File: src/rtl/core/opr_pkg.sv
// Types, codes and precedence table of the operator precedence reducer.
`default_nettype none
package opr_pkg;

  localparam int unsigned STACK_DEPTH = 8;

  localparam int unsigned HANDLE_W = 17;
  localparam int unsigned OP_W     = 4;
  localparam int unsigned PREC_W   = 3;

  localparam logic [2:0] MAX_REDUCE = 3'd7;

  localparam logic [1:0] KIND_TERM = 2'd0;
  localparam logic [1:0] KIND_OP   = 2'd1;
  localparam logic [1:0] KIND_END  = 2'd2;

  localparam logic [1:0] RES_REDUCE = 2'd0;
  localparam logic [1:0] RES_ROOT   = 2'd1;
  localparam logic [1:0] RES_ERROR  = 2'd2;

  localparam logic [1:0] ERR_NONE     = 2'd0;
  localparam logic [1:0] ERR_OVERFLOW = 2'd1;
  localparam logic [1:0] ERR_ORDER    = 2'd2;

  localparam logic [3:0] OP_OR    = 4'd0;
  localparam logic [3:0] OP_AND   = 4'd1;
  localparam logic [3:0] OP_PLUS  = 4'd8;
  localparam logic [3:0] OP_MINUS = 4'd9;
  localparam logic [3:0] OP_MUL   = 4'd10;
  localparam logic [3:0] OP_DIV   = 4'd11;
  localparam logic [3:0] OP_MOD   = 4'd12;

  typedef struct packed {
    logic [HANDLE_W-1:0] operand;
    logic [OP_W-1:0]     op;
    logic [PREC_W-1:0]   prec;
  } stack_entry_t;

  typedef struct packed {
    logic [1:0]          kind;
    logic [OP_W-1:0]     op;
    logic [HANDLE_W-1:0] left;
    logic [HANDLE_W-1:0] right;
    logic [HANDLE_W-1:0] node;
    logic [1:0]          err;
  } result_t;

  function automatic logic [PREC_W-1:0] prec_of(input logic [OP_W-1:0] op);
    logic [PREC_W-1:0] p;
    unique case (op)
      OP_OR:                  p = 3'd0;
      OP_AND:                 p = 3'd1;
      OP_PLUS, OP_MINUS:      p = 3'd3;
      OP_MUL, OP_DIV, OP_MOD: p = 3'd4;
      default:                p = 3'd2;
    endcase
    return p;
  endfunction

endpackage
`default_nettype wire

File: src/rtl/core/opr_stack.sv
// Operand and operator stack memory, one write and one registered read port.
`default_nettype none
module opr_stack #(
  parameter int unsigned Depth = opr_pkg::STACK_DEPTH,
  localparam int unsigned AddrW = $clog2(Depth)
) (
  input  wire logic                 clk_i,
  input  wire logic                 we_i,
  input  wire logic [AddrW-1:0]     waddr_i,
  input  wire opr_pkg::stack_entry_t wdata_i,
  input  wire logic [AddrW-1:0]     raddr_i,
  output opr_pkg::stack_entry_t     rdata_o
);

  opr_pkg::stack_entry_t mem [Depth];
  opr_pkg::stack_entry_t rdata_q;

  always_ff @(posedge clk_i) begin
    if (we_i) begin
      mem[waddr_i] <= wdata_i;
    end
  end

  // forward a write to the same address
  always_ff @(posedge clk_i) begin
    if (we_i && (waddr_i == raddr_i)) begin
      rdata_q <= wdata_i;
    end else begin
      rdata_q <= mem[raddr_i];
    end
  end

  assign rdata_o = rdata_q;

endmodule
`default_nettype wire

File: src/rtl/core/operator_precedence_reducer_unit.sv
// Top level of the operator precedence reducer.
// A term item gives no result unless it is out of order or overflows the stack, when one
// error item follows. An operator or end item is accepted, then gives one result per
// reduction, then the run is closed, and an end item also gives the root; the stack
// RAM's single registered read port sets the pace, since each reduction needs the entry
// below the top, read while the previous reduction retires. The last item of each run
// carries tlast. Results wait in an output register and the next input item is taken once
// the reducer is idle and that register is free or being drained.
`default_nettype none
module operator_precedence_reducer_unit #(
  parameter int unsigned STACK_DEPTH = opr_pkg::STACK_DEPTH
) (
  input  wire logic        clk_i,
  input  wire logic        rst_ni,
  input  wire logic        s_axis_tvalid,
  output logic             s_axis_tready,
  input  wire logic [23:0] s_axis_tdata,  // op_code[3:0], term_handle[19:4], zero pad
  input  wire logic [1:0]  s_axis_tuser,  // item_kind[1:0]
  output logic             m_axis_tvalid,
  input  wire logic        m_axis_tready,
  output logic [63:0]      m_axis_tdata,  // reduce_op[3:0], left_handle[20:4],
                                          // right_handle[37:21], node_handle[54:38],
                                          // error_code[56:55], zero pad
  output logic [1:0]       m_axis_tuser,  // result_kind[1:0]
  output logic             m_axis_tlast   // last_of_run
);

  localparam int unsigned CntW  = $clog2(STACK_DEPTH + 1);
  localparam int unsigned AddrW = $clog2(STACK_DEPTH);

  localparam logic [1:0] ST_IDLE = 2'd0;
  localparam logic [1:0] ST_RED  = 2'd1;
  localparam logic [1:0] ST_ROOT = 2'd2;

  logic [1:0]                    state_q, state_d;
  logic [CntW-1:0]               count_q, count_d;
  logic [15:0]                   node_cnt_q, node_cnt_d;
  logic                          expect_q, expect_d;
  logic [opr_pkg::HANDLE_W-1:0]  top_q, top_d;
  logic [opr_pkg::OP_W-1:0]      pend_op_q, pend_op_d;
  logic [opr_pkg::PREC_W-1:0]    pend_prec_q, pend_prec_d;
  logic [opr_pkg::OP_W-1:0]      in_op_q, in_op_d;
  logic [opr_pkg::PREC_W-1:0]    min_prec_q, min_prec_d;
  logic                          is_end_q, is_end_d;
  logic [2:0]                    red_cnt_q, red_cnt_d;
  logic                          pend_valid_q, pend_valid_d;
  opr_pkg::result_t              pend_res_q, pend_res_d;
  logic                          out_valid_q, out_valid_d;
  opr_pkg::result_t              out_res_q, out_res_d;
  logic                          out_last_q, out_last_d;

  logic                          slot_free;
  logic                          in_acc;
  logic                          can_reduce;
  logic [1:0]                    in_kind;
  logic [opr_pkg::OP_W-1:0]      in_op;
  logic [15:0]                   in_handle;
  logic [opr_pkg::HANDLE_W-1:0]  node_handle;
  logic [CntW-1:0]               rd_cnt;
  logic                          we;
  logic [AddrW-1:0]              waddr;
  logic [AddrW-1:0]              raddr;
  opr_pkg::stack_entry_t         wdata;
  opr_pkg::stack_entry_t         rdata;

  assign in_kind     = s_axis_tuser;
  assign in_op       = s_axis_tdata[3:0];
  assign in_handle   = s_axis_tdata[19:4];
  assign node_handle = {1'b1, node_cnt_q};

  assign slot_free     = !out_valid_q || m_axis_tready;
  assign s_axis_tready = (state_q == ST_IDLE) && slot_free;
  assign in_acc        = s_axis_tvalid && s_axis_tready;

  assign can_reduce = (count_q > CntW'(1)) && (red_cnt_q != opr_pkg::MAX_REDUCE) &&
                      (is_end_q || (rdata.prec >= min_prec_q));

  assign wdata = '{operand: top_q, op: pend_op_q, prec: pend_prec_q};
  assign waddr = AddrW'(count_q - CntW'(1));
  assign rd_cnt = count_d - CntW'(2);
  assign raddr = ((state_d == ST_ROOT) || (count_d < CntW'(2))) ? '0 : rd_cnt[AddrW-1:0];

  always_comb begin
    state_d      = state_q;
    count_d      = count_q;
    node_cnt_d   = node_cnt_q;
    expect_d     = expect_q;
    top_d        = top_q;
    pend_op_d    = pend_op_q;
    pend_prec_d  = pend_prec_q;
    in_op_d      = in_op_q;
    min_prec_d   = min_prec_q;
    is_end_d     = is_end_q;
    red_cnt_d    = red_cnt_q;
    pend_valid_d = pend_valid_q;
    pend_res_d   = pend_res_q;
    out_valid_d  = out_valid_q && !m_axis_tready;
    out_res_d    = out_res_q;
    out_last_d   = out_last_q;
    we           = 1'b0;

    unique case (state_q)
      ST_IDLE: begin
        if (in_acc) begin
          out_res_d  = '{kind: opr_pkg::RES_ERROR, op: '0, left: '0, right: '0,
                         node: '0, err: opr_pkg::ERR_ORDER};
          out_last_d = 1'b1;
          unique case (in_kind)
            opr_pkg::KIND_TERM: begin
              if (!expect_q) begin
                out_valid_d = 1'b1;
              end else if (count_q == CntW'(STACK_DEPTH)) begin
                out_valid_d   = 1'b1;
                out_res_d.err = opr_pkg::ERR_OVERFLOW;
              end else begin
                we       = (count_q != '0);
                top_d    = {1'b0, in_handle};
                count_d  = count_q + CntW'(1);
                expect_d = 1'b0;
              end
            end
            opr_pkg::KIND_OP: begin
              if (expect_q || (count_q == '0)) begin
                out_valid_d = 1'b1;
              end else begin
                state_d      = ST_RED;
                in_op_d      = in_op;
                min_prec_d   = opr_pkg::prec_of(in_op);
                is_end_d     = 1'b0;
                red_cnt_d    = '0;
                pend_valid_d = 1'b0;
              end
            end
            opr_pkg::KIND_END: begin
              if (expect_q || (count_q == '0)) begin
                out_valid_d = 1'b1;
                count_d     = '0;
                expect_d    = 1'b1;
              end else begin
                state_d      = ST_RED;
                is_end_d     = 1'b1;
                red_cnt_d    = '0;
                pend_valid_d = 1'b0;
              end
            end
            default: begin
              out_valid_d = 1'b1;
            end
          endcase
        end
      end
      ST_RED: begin
        if (slot_free) begin
          if (pend_valid_q) begin
            out_valid_d = 1'b1;
            out_res_d   = pend_res_q;
            out_last_d  = !can_reduce && !is_end_q;
          end
          if (can_reduce) begin
            pend_res_d   = '{kind: opr_pkg::RES_REDUCE, op: rdata.op, left: rdata.operand,
                             right: top_q, node: node_handle, err: opr_pkg::ERR_NONE};
            pend_valid_d = 1'b1;
            top_d        = node_handle;
            count_d      = count_q - CntW'(1);
            node_cnt_d   = node_cnt_q + 16'd1;
            red_cnt_d    = red_cnt_q + 3'd1;
          end else begin
            pend_valid_d = 1'b0;
            if (is_end_q) begin
              state_d = ST_ROOT;
            end else begin
              pend_op_d   = in_op_q;
              pend_prec_d = min_prec_q;
              expect_d    = 1'b1;
              state_d     = ST_IDLE;
            end
          end
        end
      end
      ST_ROOT: begin
        if (slot_free) begin
          out_valid_d = 1'b1;
          out_res_d   = '{kind: opr_pkg::RES_ROOT, op: '0, left: '0, right: '0,
                          node: (count_q == CntW'(1)) ? top_q : rdata.operand,
                          err: opr_pkg::ERR_NONE};
          out_last_d  = 1'b1;
          count_d     = '0;
          expect_d    = 1'b1;
          state_d     = ST_IDLE;
        end
      end
      default: begin
        state_d = ST_IDLE;
      end
    endcase
  end

  always_ff @(posedge clk_i or negedge rst_ni) begin
    if (!rst_ni) begin
      state_q      <= ST_IDLE;
      count_q      <= '0;
      node_cnt_q   <= '0;
      expect_q     <= 1'b1;
      pend_valid_q <= 1'b0;
      out_valid_q  <= 1'b0;
      red_cnt_q    <= '0;
      is_end_q     <= 1'b0;
    end else begin
      state_q      <= state_d;
      count_q      <= count_d;
      node_cnt_q   <= node_cnt_d;
      expect_q     <= expect_d;
      pend_valid_q <= pend_valid_d;
      out_valid_q  <= out_valid_d;
      red_cnt_q    <= red_cnt_d;
      is_end_q     <= is_end_d;
    end
  end

  always_ff @(posedge clk_i) begin
    top_q       <= top_d;
    pend_op_q   <= pend_op_d;
    pend_prec_q <= pend_prec_d;
    in_op_q     <= in_op_d;
    min_prec_q  <= min_prec_d;
    pend_res_q  <= pend_res_d;
    out_res_q   <= out_res_d;
    out_last_q  <= out_last_d;
  end

  opr_stack #(
    .Depth(STACK_DEPTH)
  ) u_stack (
    .clk_i  (clk_i),
    .we_i   (we),
    .waddr_i(waddr),
    .wdata_i(wdata),
    .raddr_i(raddr),
    .rdata_o(rdata)
  );

  assign m_axis_tvalid = out_valid_q;
  assign m_axis_tuser  = out_res_q.kind;
  assign m_axis_tlast  = out_last_q;
  assign m_axis_tdata  = {7'd0, out_res_q.err, out_res_q.node, out_res_q.right,
                          out_res_q.left, out_res_q.op};

endmodule
`default_nettype wire

File: config.mk
export PLATFORM = sky130hd
export DESIGN_NAME = operator_precedence_reducer_unit
export DESIGN_NICKNAME = d
export VERILOG_FILES = /design/src/rtl/core/opr_pkg.sv /design/src/rtl/core/opr_stack.sv /design/src/rtl/core/operator_precedence_reducer_unit.sv
export SDC_FILE = /design/constraint.sdc
export NUM_CORES = 1
export LEC_CHECK = 0
export BUFFER_PORTS_ARGS = -buffer_cell sky130_fd_sc_hd__buf_4
export CAP_MARGIN = 20
export CORE_MARGIN = 5
export CORE_UTILIZATION = 35
export CTS_BUF_LIST = sky130_fd_sc_hd__clkbuf_4 sky130_fd_sc_hd__clkbuf_8
export DETAILED_ROUTE_END_ITERATION = 10
export PLACE_DENSITY = 0.49
export SETUP_SLACK_MARGIN = 0.5
export SYNTH_ARGS = -nofsm -noshare
export SYNTH_HDL_FRONTEND = slang
export SYNTH_SLANG_ARGS = --single-unit
File: constraint.sdc
create_clock -name clk_i -period 8.2 [get_ports clk_i]
set_input_delay 1.64 -clock clk_i [delete_from_list [all_inputs] [get_ports clk_i]]
set_output_delay 1.64 -clock clk_i [all_outputs]
set_load 0.005 [all_outputs]
### Word level (Yosys, flattened, before mapping)

Memory sizes are Yosys's and may differ from the RTL's. A register that Yosys moved wholly into a read port is not among the register bits.
Cells that the tools add are included.

* bits in registers: 174
* memory bits (writable): 192
* input bits: 30
* output and inout port bits: 69
* logic and storage cells: 179
* memories: 1

Memories
* u_stack.mem: words 8, width 24, rd ports 1, clocked after Yosys merged registers in 1, write ports 1, RTL line opr_stack.sv:15 `opr_pkg::stack_entry_t mem [Depth];`

* add/sub/neg operators: 5
* magnitude comparators: 3
* equal/unequal tests: 30
* mux-type cells: 79
* bitwise gates (word level): 3
* reduce and logical (&&, ||, !) cells: 34

Operators by type and width (number)
* 59-bit 2-to-1 mux: 4
* 59-bit case mux with 3 select lines: 1
* 17-bit 2-to-1 mux: 7
* 17-bit case mux with 2 select lines: 1
* 1-bit 2-to-1 mux: 31
* 4-bit 2-to-1 mux: 7
* 2-bit != test, second input constant: 13
* 4-bit == test, second input constant: 6
* 2-bit 2-to-1 mux: 10
* 3-bit 2-to-1 mux: 6
* 16-bit by 1-bit adder with 16-bit output, second input constant: 1
* 5-bit AND reduction: 3
* 3-bit case mux with 4 select lines: 1
* 4-bit case mux with 3 select lines: 1
* 1-bit case mux with 3 select lines: 3
* 4-bit by 1-bit == test with 1-bit output, second input constant: 2
* 4-bit zero test: 2
* 1-bit case mux with 2 select lines: 4
* 4-bit case mux with 2 select lines: 1
* 4-bit AND reduction: 2
* 8-bit AND reduction: 1
* 7-bit AND reduction: 1
* 2-bit == test, second input constant: 3
* 1-bit logical AND: 6
* 24 further kinds: 37

### Logic depth before layout (Yosys ltp)

Gate-level depths: netlist of the first run.

* word-level depth: 9
* mapped depth: 15
* mapped depth without buffers: 11

### Cells and area by module

Synthesis of the first run repeated with hierarchy kept, for this count alone.

* cell total of the unflattened synthesis: 815
* area, all modules: 14784.2 um2

Modules (own cells, without submodules)
* operator_precedence_reducer_unit: times used 1, cells an instance 522, area each 7407.1 um2, seq. area each 5081.1 um2
* opr_stack: times used 1, cells an instance 293, area each 7377.1 um2, seq. area each 5825.6 um2

### Least setup slack after synthesis of the first run

No wires, ideal clock.

* path type: input port to flip-flop
* start: in m_axis_tready
* end: reg out_res_q (netlist bit m_axis_tdata[0]), enable pin
* arrival: 6543 ps
* required time: 7625 ps
* slack: 1082 ps
* stages: 4
* buffers on the path: 1
* cells stage by stage: nand2b_1 -> buf_2 -> nand2_1 -> a221oi_1

* longest elaborated chain between the ends: 5

Ends and longest elaborated chain
* from (decl): RTL line operator_precedence_reducer_unit.sv:20 `input wire logic m_axis_tready,`
* 1-bit logical OR (*): RTL line operator_precedence_reducer_unit.sv:71 `assign slot_free = !out_valid_q || m_axis_tready;`
* 1-bit logical AND: RTL line operator_precedence_reducer_unit.sv:72 `assign s_axis_tready = (state_q == ST_IDLE) && slot_free;`
* 1-bit logical AND: RTL line operator_precedence_reducer_unit.sv:73 `assign in_acc = s_axis_tvalid && s_axis_tready;`
* 2-bit != test (no source line)
* 5-bit AND reduction (no source line) (*)
* to (signal assigned): RTL line operator_precedence_reducer_unit.sv:227 `out_res_q <= out_res_d;`
* to (decl): RTL line operator_precedence_reducer_unit.sv:49 `opr_pkg::result_t out_res_q, out_res_d;`

Mark *: on every way between the ends. The rest lies on a longest branch, timed or not.
A chain may end at the register's enable or synchronous reset.

==> results of run 1 <==
==> layout by cell type, fill, tap and decap left out, drive strengths merged, types with 3 or more instances in the layout <==
master and n:
mux4 48, conb 7, a221oi 3, nor2 44
a2bb2oi 16, xor2 5, ha 18, xnor2 12
and3 6, buf 99, nand2 25, a211oi 5
dfrtp 28, a31oi 5, nand4 4, clkbuf 93
inv 17, nand2b 3, a22o 5, dfxtp 3
edfxtp 337, o21ai 13, mux2i 19, and2 44
clkinv 19, a21oi 9, nor2b 7, nor3 10
nand3 11, mux2 41
==> Yosys cell counts (5+ instances only) <==
library cell	n	area (um2)
and2_1	44	275.3
nor2b_1	7	43.79
a21oi_1	7	35.03
inv_1	16	60.06
buf_2	7	35.03
nor3_1	10	50.05
ha_1	18	225.2
buf_4	10	75.07
a31oi_1	5	31.28
nand2_1	24	90.09
a22o_1	5	43.79
a2bb2oi_1	16	140.1
nor2_1	43	161.4
edfxtp_1	337	10120
mux2_2	41	461.7
mux4_2	48	1081
dfrtp_1	28	700.7
nand3_1	10	50.05
mux2i_1	19	190.2
xnor2_1	12	105.1
clkbuf_1	18	67.56
xor2_1	5	43.79
and3_1	6	37.54
o21ai_0	12	60.06
==> per-layer routing <==
layer,global-route usage [%],share of wire [%]
met3,3.504,4.6
met1,20.08,47
met4,4.015,2.0
met2,22.25,46
met5,0,0
==> registers in the layout (all words and copies together) (netlist names), 2 cells and up, named ones only <==
signal        flops
in_op_q           4
pend_op_q         4
pend_res_q       54
pend_prec_q       3
red_cnt_q         3
node_cnt_q       16
u_stack.mem     192
top_q            17
min_prec_q        3
m_axis_tdata     57
m_axis_tuser      2
state_q           2
count_q           4
==> logic make-up (layout without fill, tap and decap cells) <==
| family | Yosys count | count (layout) |
|---|---|---|
| DFF | 369 | 369 |
| and+or+nand+nor | 163 | 163 |
| muxes | 108 | 108 |
| AOI/OAI and AO/OA | 69 | 69 |
| buffers and inverters | 59 | 230 |
| adders and majority gates | 18 | 18 |
| xor gates and xnor gates | 17 | 17 |
| other | 1 | 7 |
==> cell type report <==
type	count	area share (%)
clock buffer	93	6.298
clock inverter	18	0.6747
inverter	20	0.4426
multi-input combinational	382	21.03
sequential	369	63.30
tap	539	3.911
timing repair buffer	99	4.353
==> final timing paths <==
path,slack (ns),cells after the start,endpoint
min reg2reg,0.42,0,pend_op_q[2]
max reg2reg,3.77,10,node_cnt_q[1]
min,0.42,0,pend_op_q[2]
max,3.77,10,node_cnt_q[1]
min in group asynchronous,0.97,1,node_cnt_q[7]
max in group asynchronous,6.85,1,expect_q
==> metrics by stage <==
stage	total power, mW	setup WS [ns]	hold WS (ns)	utilization (%)	instances
2_1_floorplan	3.409	1.082	0.4003	-	810
3_3_place_gp	3.976	3.709	0.4063	38.38	1408
3_5_place_dp	3.982	3.663	0.4054	38.38	1408
4_1_cts	5.603	3.646	0.4196	41.26	1519
5_1_grt	5.815	3.425	0.4246	41.30	1520
6_report	5.503	3.767	0.4174	41.30	1520
==> power by group through the flow <==
stage	Sequential (mW)	Clock, mW	Combinational, mW
after detailed placement	2.71	0	1.27
final	2.67	1.59	1.24
after floorplan	2.62	0	0.789
after global routing	2.70	1.74	1.37
after global placement	2.71	0	1.27
after CTS	2.68	1.65	1.27
==> reports/metrics.cfg, run 1 <==
[finish]
drive_gt1_share_pct = 32.52
n_antenna_cell = 0
multi_input_comb_area_um2 = 3626
final_area_um2 = 17250
fin_nets = 981
fill_cells = 3739
area_growth_syn_to_layout_pct = 17.30
regArea_um2 = 10920

[power]
internal_power_mw = 3.899
clkPwrFrac_pct = 29.0
comb_power_share_pct = 22.6
p_per_area_nw_per_um2 = 319.1
p_switching_mw = 1.604
ir_drop_mv = 0.1672
p_seq_share_pct = 48.4
swShare_pct = 29.15
leakage_nw = 6.000

[routing]
wl_um = 32750
route.detailed.drc = 0
drt-vias-per-instance = 4.916
wl_per_cell_um = 21.55
drt-initial-drc-count = 481
ant_nets = 0
drtPass1Iterations = 5
vias = 7473

[clock_network]
ctsHoldBuffers = 0
cts_tree = yes
clkTransAtPathRegs_ns = 0.06
htreeDepth = 2
post_cts_resized = 0
cts.sinks = 369
clk-insertion-delay-late_ns = 0.64
root_buffer = clkbuf_8
cts_buffer_depth = 3
cts_buffers = 61
cts_setup_buffers = 0

[timing]
finalSetupViolations = 0
min_period_ns = 4.433
slew_viol_final = 0
tightestPinTransition_ns = 1.063
fin_tns_setup_ns = 0
relSlewSlack_pct = 28.98
timing.fmax_mhz = 225.6
clock_skew_ns = 0.02761
grt_setup_unrepaired = false
period_share_pct = 54.06
report.final.hold_viol_count = 0

[synthesis]
synth_area_um2 = 14700
synth_compound_area_share_pct = 3.728
ys_ff_latch = 369
ys.flop_type = edfxtp_1
synthAdderAreaFrac_pct = 1.532
synth_simple_gate_area_share_pct = 5.796
synth_top_family_by_area = multiplexers
async_reset_ff_share_pct = 7.859
ys.warnings.count = 0
synthXorXnorAreaFrac_pct = 1.013
synth.yosys.seq_area_share_pct = 74.19
yosysUniqueCellTypes = 66
avgSynthCellArea_um2 = 18.29
synthMuxAreaShare_pct = 11.79
synth_edf_count = 337
netlist_instances = 804

[setup_path]
path_cells = mux4_2 > mux2_2 > ha_1 > nand2_1 > o21ai_0 > and2_1 > nand3_2 > clkinv_2 > buf_4 > mux2_2
critPathSlowestCell = dfxtp_4
crit_type = reg2reg
cp_top_family = multiplexers
crit_path_max_incr_delay_ns = 0.87
path_max_fanout = 48
worst-path-buf-inv = 2
cp_data_arrival_time_ns = 4.95
crit_top_cell = mux2_2
endpoint_kind = flop
critPathLaunchType = flop
cp_data_required_time_ns = 8.72

[grt]
grt_max_degree = 89
antenna_found_initial = 0
grt_first_pass_wirelength_um = 50030
track_usage_pct = 14.26
grt_pass1_vias = 7934
grt-ovfl-total = 0

[floorplanning]
die_area_um2 = 46200
die_h_um = 215.0
start_util_pct = 35.21
rows = 75
io_pins = 99
core_area_um2 = 41760
die_x_um = 215.0

[placement]
dpl_cell_area_um2 = 16030
io_buffers = 87
globalplace.congestion = 0.8184
dpl.hpwl_um = 18560

[run]
cap_violations = 0

[run_status]
status = finished, final reports clean

[worst_hold_path]
hold_start = in_op_q[2]
hold_path.class = reg2reg

Note: power is estimated with default switching activity, not from simulation.
==> inputs of run 2 (changes only) <==
--- a/config.mk
+++ b/config.mk
@@ -11,7 +11,7 @@
 export CORE_UTILIZATION = 35
 export CTS_BUF_LIST = sky130_fd_sc_hd__clkbuf_4 sky130_fd_sc_hd__clkbuf_8
 export DETAILED_ROUTE_END_ITERATION = 10
-export PLACE_DENSITY = 0.49
+export PLACE_DENSITY = 0.51
 export SETUP_SLACK_MARGIN = 0.5
 export SYNTH_ARGS = -nofsm -noshare
 export SYNTH_HDL_FRONTEND = slang
==> constraint.sdc (replaced) <==
create_clock -name clk_i -period 3.9 [get_ports clk_i]
set_input_delay 0.78 -clock clk_i [delete_from_list [all_inputs] [get_ports clk_i]]
set_output_delay 0.78 -clock clk_i [all_outputs]
set_load 0.005 [all_outputs]
==> run 2 against run 1 <==
Effect of this change:
- combinational power grew 130%
- total power increased by 110%
- routed wire length fell by 2.1%
- die area unchanged
- register-to-register slack worse by 3.0 ns
- global-route usage is 0.41 points lower
- critical path type unchanged
- highest routed layer unchanged
==> reports/metrics.cfg, run 2 (same netlist as run 1, synthesis figures left out) <==
[floorplanning]
start_util_pct = 35.21  ; unchanged
core_area_um2 = 41760  ; unchanged
io_pins = 99  ; unchanged
die_area_um2 = 46200  ; unchanged
die_h_um = 215.0  ; unchanged
rows = 75  ; unchanged
die_x_um = 215.0  ; unchanged

[timing]
fin_ws_ns = 0.7412  ; -3.026 ns
slew_viol_final = 0  ; unchanged
clock_skew_ns = 0.02522  ; -0.002390 ns
fin_tns_setup_ns = 0  ; unchanged
timing.fmax_mhz = 316.6  ; +40%
grt_setup_unrepaired = false
min_period_ns = 3.159  ; -1.274 ns
relSlewSlack_pct = 35.44  ; +6.5 points
period_share_pct = 81.00  ; +27 points
finalSetupViolations = 0  ; unchanged
tightestPinTransition_ns = 0.9683  ; -0.09440 ns
report.final.hold_viol_count = 0  ; unchanged

[grt]
track_usage_pct = 13.85  ; -0.41 points
grt-ovfl-total = 0  ; unchanged
grt_max_degree = 50  ; -44%
grt_first_pass_wirelength_um = 49040  ; -2.0%
grt_pass1_vias = 7909  ; -0.32%
antenna_found_initial = 0  ; unchanged

[finish]
top_register = u_stack.mem
n_antenna_cell = 0  ; unchanged
largest_reg_flops = 192  ; unchanged
area_growth_syn_to_layout_pct = 17.84
fin_nets = 999  ; +1.8%
final_common_cell = edfxtp_1
layout_common_cells = edfxtp_1 (337), buf_4 (117), clkbuf_8 (62)
drive_gt1_share_pct = 33.03  ; +0.52 points

[clock_network]
cts_tree = yes
clkTransAtPathRegs_ns = 0.07  ; about the same
ctsHoldBuffers = 0  ; unchanged
root_buffer = clkbuf_8
clk-insertion-delay-late_ns = 0.62  ; -0.02 ns
cts_buffer_depth = 3  ; unchanged
cts.sinks = 369  ; unchanged
htreeDepth = 2  ; unchanged
cts_buffers = 60  ; -1.6%

[routing]
wl_met3_um = 1571  ; +4.8%
ant_nets = 0  ; unchanged
route.detailed.drc = 0  ; unchanged
met1Wirelength_um = 14750  ; -4.3%
vias = 7490  ; +0.23%
drtPass1Iterations = 5  ; unchanged
drt-vias-per-instance = 4.860  ; -1.1%
drt-initial-drc-count = 602  ; +25%
routed.top_layer = met4
wl_um = 32060  ; -2.1%
met2_length_um = 15130  ; -0.40%
wl_per_cell_um = 20.81  ; -3.4%

[setup_path]
path_cells = mux4_2 > mux2_2 > ha_1 > nand2_1 > o21ai_1 > and2_2 > buf_4 > nand2_2 > a221oi_2 > nor2b_1 > a2111oi_2
cp_data_arrival_time_ns = 3.64  ; -1.31 ns
cp_data_required_time_ns = 4.38  ; -4.34 ns
critPathLaunchType = flop
crit_path_max_incr_delay_ns = 0.50  ; -0.37 ns
worst-path-buf-inv = 1  ; -1
endpoint_kind = flop
cp_top_family = compound AO/OA/AOI/OAI gates
crit_type = reg2reg
worstRegToRegCells = 11  ; +1
critPathSlowestCell = mux4_2
crit_cells = 11  ; +1
path_max_fanout = 5  ; -90%

[worst_hold_path]
hold_path.class = in2async

[power]
p_per_area_nw_per_um2 = 660.7  ; +110%
leakage_nw = 6.071  ; +1.2%
ir_drop_mv = 0.2968  ; +77%

[run]
cap_violations = 0  ; unchanged

[placement]
globalplace.congestion = 0.8078  ; -1.3%
dpl.hpwl_um = 19800  ; +6.7%
io_buffers = 87  ; unchanged
place_ws_ns = 0.3772  ; -3.286 ns

[run_status]
status = finished, final reports clean

run 2: per-layer routing:
metal	vias to the layer above	global-route usage, %
met5	-	0
met4	0	3.672
met3	51	3.265
met2	177	22.02
met1	3836	19.34
li1	3426	-
run 2: repair_timing:
item / 4_1_cts / 5_1_grt
gates resized for setup: 2 / 2
gates cloned: 0 / 0
endpoints found under the setup margin: 14 / 32
setup buffers: 0 / 1
run 2: final timing paths:
kind | startpoint | endpoint | slack (ns)
setup reg to reg | flop | flop | 0.74
hold reg to reg | in_op_q[3] | pend_op_q[3] | 0.42
min in group clk_i | s_axis_tdata[3] | in_op_q[3] | 0.39
setup / recovery | flop | flop | 0.74
hold / removal | rst_ni | node_cnt_q[8] | 0.1
max in group asynchronous | rst_ni | expect_q | 3.43
run 2: cell type report:
| cell class | instances | area (um2) |
|---|---|---|
| Clock inverter | 29 | 123.9 |
| Fill cell | 3699 | 24430 |
| Inverter | 20 | 87.58 |
| Tap cell | 539 | 674.4 |
| Multi-Input combinational cell | 382 | 3610 |
| Timing Repair Buffer | 118 | 898.4 |
| Clock buffer | 84 | 1018 |
| Sequential cell | 369 | 10910 |
run 2: metrics by stage:
| step | util, % | hold WS [ns] | cells | instance area (um2) | total power, mW |
|---|---|---|---|---|---|
| floorplan | - | 0.4003 | 810 | 14780 | 7.170 |
| global placement | 38.72 | 0.4073 | 1427 | 16170 | 8.404 |
| detailed placement | 38.72 | 0.4137 | 1427 | 16170 | 8.429 |
| CTS | 41.46 | 0.05135 | 1540 | 17310 | 11.66 |
| global route | 41.49 | 0.07313 | 1541 | 17320 | 12.10 |
| finish | 41.49 | 0.09602 | 1541 | 17320 | 11.45 |
run 2: power by group:
part	internal (mW)	switching (mW)	total, mW
Combinational	1.29	1.52	2.81
Clock	1.68	1.48	3.16
Sequential	5.13	0.345	5.47
